File: config.mk
export PLATFORM = sky130hd
export DESIGN_NAME = url_percent_decoder
export DESIGN_NICKNAME = d
export VERILOG_FILES = /design/src/rtl/upd_pkg.sv /design/src/rtl/url_percent_decoder.sv
export SDC_FILE = /design/constraint.sdc
export NUM_CORES = 1
export LEC_CHECK = 0
export ABC_AREA = 1
export ABC_CLOCK_PERIOD_IN_PS = 4800
export BUFFER_PORTS_ARGS = -buffer_cell sky130_fd_sc_hd__buf_2
export CORE_MARGIN = 4
export CORE_UTILIZATION = 41
export CTS_BUF_LIST = sky130_fd_sc_hd__clkbuf_2
export DETAILED_ROUTE_END_ITERATION = 7
export PLACE_DENSITY = 0.62
export SLEW_MARGIN = 20
export SYNTH_ARGS = -nofsm -noshare
export SYNTH_HDL_FRONTEND = slang
export SYNTH_SLANG_ARGS = --single-unit
File: constraint.sdc
create_clock -name i_clk -period 4.8 [get_ports i_clk]
set_clock_uncertainty 0.1 [all_clocks]
set_input_delay 0.48 -clock i_clk [delete_from_list [all_inputs] [get_ports i_clk]]
set_output_delay 0.48 -clock i_clk [all_outputs]
set_load 0.05 [all_outputs]
File: src/rtl/upd_pkg.sv
`default_nettype none

package upd_pkg;

    localparam int unsigned CODE_COUNT = 35;

    localparam logic [7:0] PCT_CHAR   = 8'h25;
    localparam logic [7:0] PLUS_CHAR  = 8'h2B;
    localparam logic [7:0] SPACE_CHAR = 8'h20;

    typedef struct packed {
        logic       found;
        logic [7:0] value;
    } t_lookup;

    // first code char, second code char, decoded byte
    localparam logic [23:0] CODE_TABLE [CODE_COUNT] = '{
        {"2", "0", 8'h20}, {"2", "1", 8'h21}, {"2", "2", 8'h22}, {"2", "3", 8'h23},
        {"2", "4", 8'h24}, {"2", "5", 8'h25}, {"2", "6", 8'h26}, {"2", "7", 8'h27},
        {"2", "8", 8'h28}, {"2", "9", 8'h29}, {"2", "A", 8'h2A}, {"2", "B", 8'h2B},
        {"2", "C", 8'h2C}, {"2", "D", 8'h2D}, {"2", "E", 8'h2E},
        {"3", "A", 8'h3A}, {"3", "B", 8'h3B}, {"3", "C", 8'h3C}, {"3", "D", 8'h3D},
        {"3", "E", 8'h3E}, {"3", "F", 8'h3F}, {"4", "0", 8'h40},
        {"5", "B", 8'h5B}, {"5", "C", 8'h5C}, {"5", "D", 8'h5D}, {"5", "E", 8'h5E},
        {"5", "F", 8'h5F}, {"6", "0", 8'h60},
        {"7", "B", 8'h7B}, {"7", "C", 8'h7C}, {"7", "D", 8'h7D}, {"7", "E", 8'h7E},
        {"0", "A", 8'h0A}, {"0", "D", 8'h0D}, {"0", "9", 8'h09}
    };

    function automatic t_lookup lookup_code(input logic [7:0] hi, input logic [7:0] lo);
        t_lookup res;
        res.found = 1'b0;
        res.value = 8'h00;
        for (int i = 0; i < CODE_COUNT; i++) begin
            if (CODE_TABLE[i][23:16] == hi && CODE_TABLE[i][15:8] == lo) begin
                res.found = 1'b1;
                res.value = CODE_TABLE[i][7:0];
            end
        end
        return res;
    endfunction

endpackage

`default_nettype wire

File: src/rtl/url_percent_decoder.sv
// An accepted input word goes through the input register, then the result register.
// Throughput: one input word per cycle unless a result waits on a stalled output;
// a word that gives no result takes no output slot. An input register and a result
// register part the two sides, so input is taken while a result waits to be read.
// Reset (i_rst_n, synchronous, active low) clears the escape state and both valid flags.
`default_nettype none

module url_percent_decoder (
    input  wire logic       i_clk,
    input  wire logic       i_rst_n,
    input  wire logic       i_s_axis_tvalid,
    output logic            o_s_axis_tready,
    input  wire logic [7:0] i_s_axis_tdata,   // [7:0] in_byte
    input  wire logic       i_s_axis_tlast,
    output logic            o_m_axis_tvalid,
    input  wire logic       i_m_axis_tready,
    output logic [7:0]      o_m_axis_tdata,   // [7:0] out_byte
    output logic [1:0]      o_m_axis_tuser,   // [0] byte_valid, [1] unknown_code
    output logic            o_m_axis_tlast
);

    logic       r_in_valid;
    logic [7:0] r_in_byte;
    logic       r_in_last;

    logic       r_esc;
    logic       r_held;
    logic [7:0] r_first;
    logic       n_esc;
    logic       n_held;
    logic [7:0] n_first;

    logic       r_out_valid;
    logic [7:0] r_out_data;
    logic       r_out_bvalid;
    logic       r_out_unknown;
    logic       r_out_last;

    logic       w_valid;
    logic       w_unknown;
    logic [7:0] w_byte;
    logic       w_emit;
    logic       w_adv;
    upd_pkg::t_lookup w_look;

    assign w_look = upd_pkg::lookup_code(r_first, r_in_byte);

    always_comb begin
        n_esc     = r_esc;
        n_held    = r_held;
        n_first   = r_first;
        w_valid   = 1'b0;
        w_unknown = 1'b0;
        w_byte    = 8'h00;
        priority if (r_in_byte == upd_pkg::PCT_CHAR) begin
            n_esc = 1'b1;
        end else if (r_in_byte == upd_pkg::PLUS_CHAR) begin
            w_valid = 1'b1;
            w_byte  = upd_pkg::SPACE_CHAR;
        end else if (r_esc) begin
            if (!r_held) begin
                n_first = r_in_byte;
                n_held  = 1'b1;
            end else begin
                w_valid   = 1'b1;
                w_byte    = w_look.found ? w_look.value : upd_pkg::SPACE_CHAR;
                w_unknown = !w_look.found;
                n_esc     = 1'b0;
                n_held    = 1'b0;
                n_first   = 8'h00;
            end
        end else begin
            w_valid = 1'b1;
            w_byte  = r_in_byte;
        end
        // drop any partial escape at end of string
        if (r_in_last) begin
            n_esc   = 1'b0;
            n_held  = 1'b0;
            n_first = 8'h00;
        end
    end

    assign w_emit = w_valid || r_in_last;
    assign w_adv  = r_in_valid && (!w_emit || !r_out_valid || i_m_axis_tready);

    assign o_s_axis_tready = !r_in_valid || w_adv;

    always_ff @(posedge i_clk) begin
        if (!i_rst_n) begin
            r_in_valid <= 1'b0;
        end else if (o_s_axis_tready) begin
            r_in_valid <= i_s_axis_tvalid;
        end
    end

    always_ff @(posedge i_clk) begin
        if (o_s_axis_tready && i_s_axis_tvalid) begin
            r_in_byte <= i_s_axis_tdata;
            r_in_last <= i_s_axis_tlast;
        end
    end

    always_ff @(posedge i_clk) begin
        if (!i_rst_n) begin
            r_esc   <= 1'b0;
            r_held  <= 1'b0;
            r_first <= 8'h00;
        end else if (w_adv) begin
            r_esc   <= n_esc;
            r_held  <= n_held;
            r_first <= n_first;
        end
    end

    always_ff @(posedge i_clk) begin
        if (!i_rst_n) begin
            r_out_valid <= 1'b0;
        end else if (w_adv && w_emit) begin
            r_out_valid <= 1'b1;
        end else if (i_m_axis_tready) begin
            r_out_valid <= 1'b0;
        end
    end

    always_ff @(posedge i_clk) begin
        if (w_adv && w_emit) begin
            r_out_data    <= w_byte;
            r_out_bvalid  <= w_valid;
            r_out_unknown <= w_unknown;
            r_out_last    <= r_in_last;
        end
    end

    assign o_m_axis_tvalid = r_out_valid;
    assign o_m_axis_tdata  = r_out_data;
    assign o_m_axis_tuser  = {r_out_unknown, r_out_bvalid};
    assign o_m_axis_tlast  = r_out_last;

    a_held_needs_escape : assert property (@(posedge i_clk) disable iff (!i_rst_n)
        r_held |-> r_esc)
        else $error("code byte held without a pending escape");

    a_last_clears_state : assert property (@(posedge i_clk) disable iff (!i_rst_n)
        w_adv && r_in_last |=> !r_esc && !r_held && r_first == 8'h00)
        else $error("escape state survives end of string");

    a_unknown_is_space : assert property (@(posedge i_clk) disable iff (!i_rst_n)
        o_m_axis_tvalid && o_m_axis_tuser[1]
        |-> o_m_axis_tuser[0] && o_m_axis_tdata == upd_pkg::SPACE_CHAR)
        else $error("unknown code without a space result");

    a_empty_is_last : assert property (@(posedge i_clk) disable iff (!i_rst_n)
        o_m_axis_tvalid && !o_m_axis_tuser[0]
        |-> o_m_axis_tlast && o_m_axis_tdata == 8'h00 && !o_m_axis_tuser[1])
        else $error("result without a byte that does not end the string");

endmodule

`default_nettype wire
==> results by group <==
Place
  – IO buf count: 25
  – Placed inst area: 2120 sq um
  – GPL Wtd Cong: around 0.99
  – DP HPWL: approximately 3500 microns

Floorplanning
  – Num rows: 24
  – Die X: 77.1 microns
  – Die area: slightly below 6000 sq um
  – Core area: between 4000 and 5000 sq um
  – Initial Util: a little over two fifths
  – Die Span Y: just under 80 microns
  – # IOs: 26

Logic synthesis
  – Post-synth top area share: just over 30%
  – Mapped cell area: slightly below 2000 sq um
  – Synth top area cells: edfxtp_1 (31%), dfxtp_1 (12%), nand2_1 (11%), inv_1 (9.0%), nor2_1 (8.6%)
  – Cells after synthesis: ~270
  – Avg Cell Area, Syn: between 7 and 8 sq um
  – Synth area leader: edfxtp_1
  – Synthesized net count: 287
  – Synth warn: 0
  – Number of synthesized register bits: 32
  – Unique cell type count in the Yosys netlist: 28
  – Register area share after synthesis: a little over two fifths

CTS
  – H-tree depth: 2
  – Maximum buffer depth of the clock tree: 2
  – Cts repair resizes: 0
  – Post CTS Setup Buffer Count: 0
  – CTS buffer count: 5
  – Clock Latency Late Sink: 0.36 ns
  – CTS sink count: 32
  – Root Buffer Master: clkbuf_2
  – CTS Hold Bufs: 0
  – CTS clk-pin slew, worst paths: 0.16 ns
  – TritonCTS clock tree: yes

Status
  – Status: finished, final reports clean

Worst setup path
  – Crit path max fanout: 3
  – Startpoint Class: register
  – Crit end category: output port
  – CP Data Arrival Time: about 2.1 ns
  – Critical Path RT: 4.22 ns
  – Setup Crit Path Kind: register to output port

Routing
  – Final wirelength: approximately 4400 microns
  – Routed vias: between 1,500 and 2,000
  – Antenna viol nets, final: 0
  – Drt wl/cell: around 12 microns
  – Drt pass-1 iters: 4
  – DRC viols: 0
  – Drt initial violations: 225
  – Post-DR vias/cell: 5.04

STA
  – Count of final setup violators: 0
  – Final Critical Period: 2.71 ns
  – Setup repair after global routing missed its margin: no
  – Slew Limit Headroom: between 50% and 60%
  – Final Cycle Share: roughly 56%
  – Transition time of the tightest slew-check pin: about 0.73 ns
  – F_max: around 370 MHz
  – TNS Setup: 0 ns
  – Final slew viol count: 0
  – Hold Fails Final Rpt: 0

Hold path
  – Worst Hold Class: input pin to register

Run
  – Max-cap violations: 0

Pwr
  – Pint: 358 uW
  – Clock power share: about a quarter
  – Logic gate share of total power: a little under an eighth
  – Peak supply drop: roughly 0.14 mV
  – Sw frac: approximately 27%
  – Tot Pwr: between 400 and 500 uW
  – Leakage: around 0.0009 uW
  – Seq pwr share: a little under two thirds
  – Power per Cell Area: 228 nW/um^2
  – Net Sw Power: around 130 uW

GRT
  – Initial antenna violation count: 0
  – GRT Total Usage: roughly 15%
  – Vias in the first global route: roughly 1,700
  – Global-route wire length before repair: 7420 microns
  – GR Overflow Total: 0
  – Largest net degree at the start of global routing: 13

Final layout
  – Fin nets: 315
  – Area Overhead vs Synth: 10.5%
  – Final Cell Area: about 2200 sq um
  – Antenna Cells: 0
  – Layout cell share with drive strength beyond 1: 17.2%
-- logic make-up (layout without fill, tap and decap cells) --
group           Yosys count  in the layout  synth area share, %
compound gates           28             28                 7.81
buf+inv                  56             85                 11.2
flops                    32             32                 43.0
simple gates            158            158                 38.0
-- critical path, stage by stage, from the launching register on --
cell and delay [ns]:
edfxtp_1 0.45, inv_1 0.14, nand4_1 0.18, nor3_1 0.33, inv_1 0.10, nand2_1 0.08, nand2_2 0.06, nand2_2 0.08
nand3_1 0.11, buf_2 0.24
-- flip-flops by register name, indices dropped and copies added, names as in the netlist --
name / count
o_m_axis_tdata: 8
o_m_axis_tlast: 1
o_m_axis_tvalid: 1
r_esc: 1
r_first: 8
r_held: 1
r_in_byte: 8
r_in_last: 1
r_in_valid: 1
r_out_bvalid: 1
r_out_unknown: 1
-- through the flow --
step	hold WS (ns)	util [%]	worst slack, ns	instances
floorplan	0.343	-	2.44	274
global placement	0.355	47.4	2.15	347
detailed placement	0.356	47.4	2.23	347
CTS	0.163	48.3	2.08	355
global route	0.146	48.3	1.86	355
finish	0.182	48.3	2.09	355
-- worst paths after layout --
path / startpoint / to / slack [ns] / cells after the start
setup reg to reg: r_first[1] / o_m_axis_tdata[0] / 2.15 / 15
setup / recovery: r_in_byte[6] / o_s_axis_tready / 2.09 / 9
hold reg to reg: r_first[4] / r_first[4] / 0.38 / 2
hold / removal: i_s_axis_tlast / r_in_last / 0.18 / 1
-- synth_stat cells (all sizes together) --
cell type	count
o21ai	10
nor4	3
buf	3
nand3	18
nand2	62
inv	52
nand4	10
o22ai	1
edfxtp	20
dfxtp	12
a21oi	14
nor3	16
a211oi	1
nand3b	1
clkbuf	1
a31oi	2
nor2	48
-- cells in the final DEF (no fill, tap or decap) --
master     n
nor2_1    45
nand4_1   10
nand3b_1   1
buf_2     25
nand3_2    2
nor3_4     2
o22ai_1    1
clkbuf_2   7
nor3_1    14
dfxtp_1   12
o21ai_1    2
nand3_1   16
inv_1     47
a31oi_1    1
nand2_4    1
a21oi_1   14
nor2_4     1
nand2_2    5
nor4_1     2
nor2_2     2
clkinv_1   1
o21ai_0    8
a211oi_1   1
inv_2      5
edfxtp_1  20
nor4_2     1
nand2_1   56
a31oi_2    1
-- layout make-up --
class / count / area, sq um
Fill cell: 453 / 2310
Multi-Input combinational cell: 186 / 896
Sequential cell: 32 / 841
Inverter: 52 / 195
Timing Repair Buffer: 25 / 125
Tap cell: 52 / 65.1
Clock buffer: 7 / 35.0
Clock inverter: 1 / 3.75
-- power by group through the flow --
stage	Clock (uW)	Combinational (uW)	Sequential, uW
floorplan	0	27.4	333
global placement	0	57.0	319
detailed placement	0	56.7	320
CTS	128	56.8	314
global route	142	62.5	316
finish	122	56.5	314
-- layer usage --
| metal | track usage (%) | share of wire (%) |
|---|---|---|
| met1 | 20.3 | 48 |
| met2 | 24.7 | 44 |
| met3 | 3.86 | 6.4 |
| met4 | 4.63 | 1.6 |
| met5 | 0 | 0 |
Note: power is estimated with default switching activity, not from simulation.
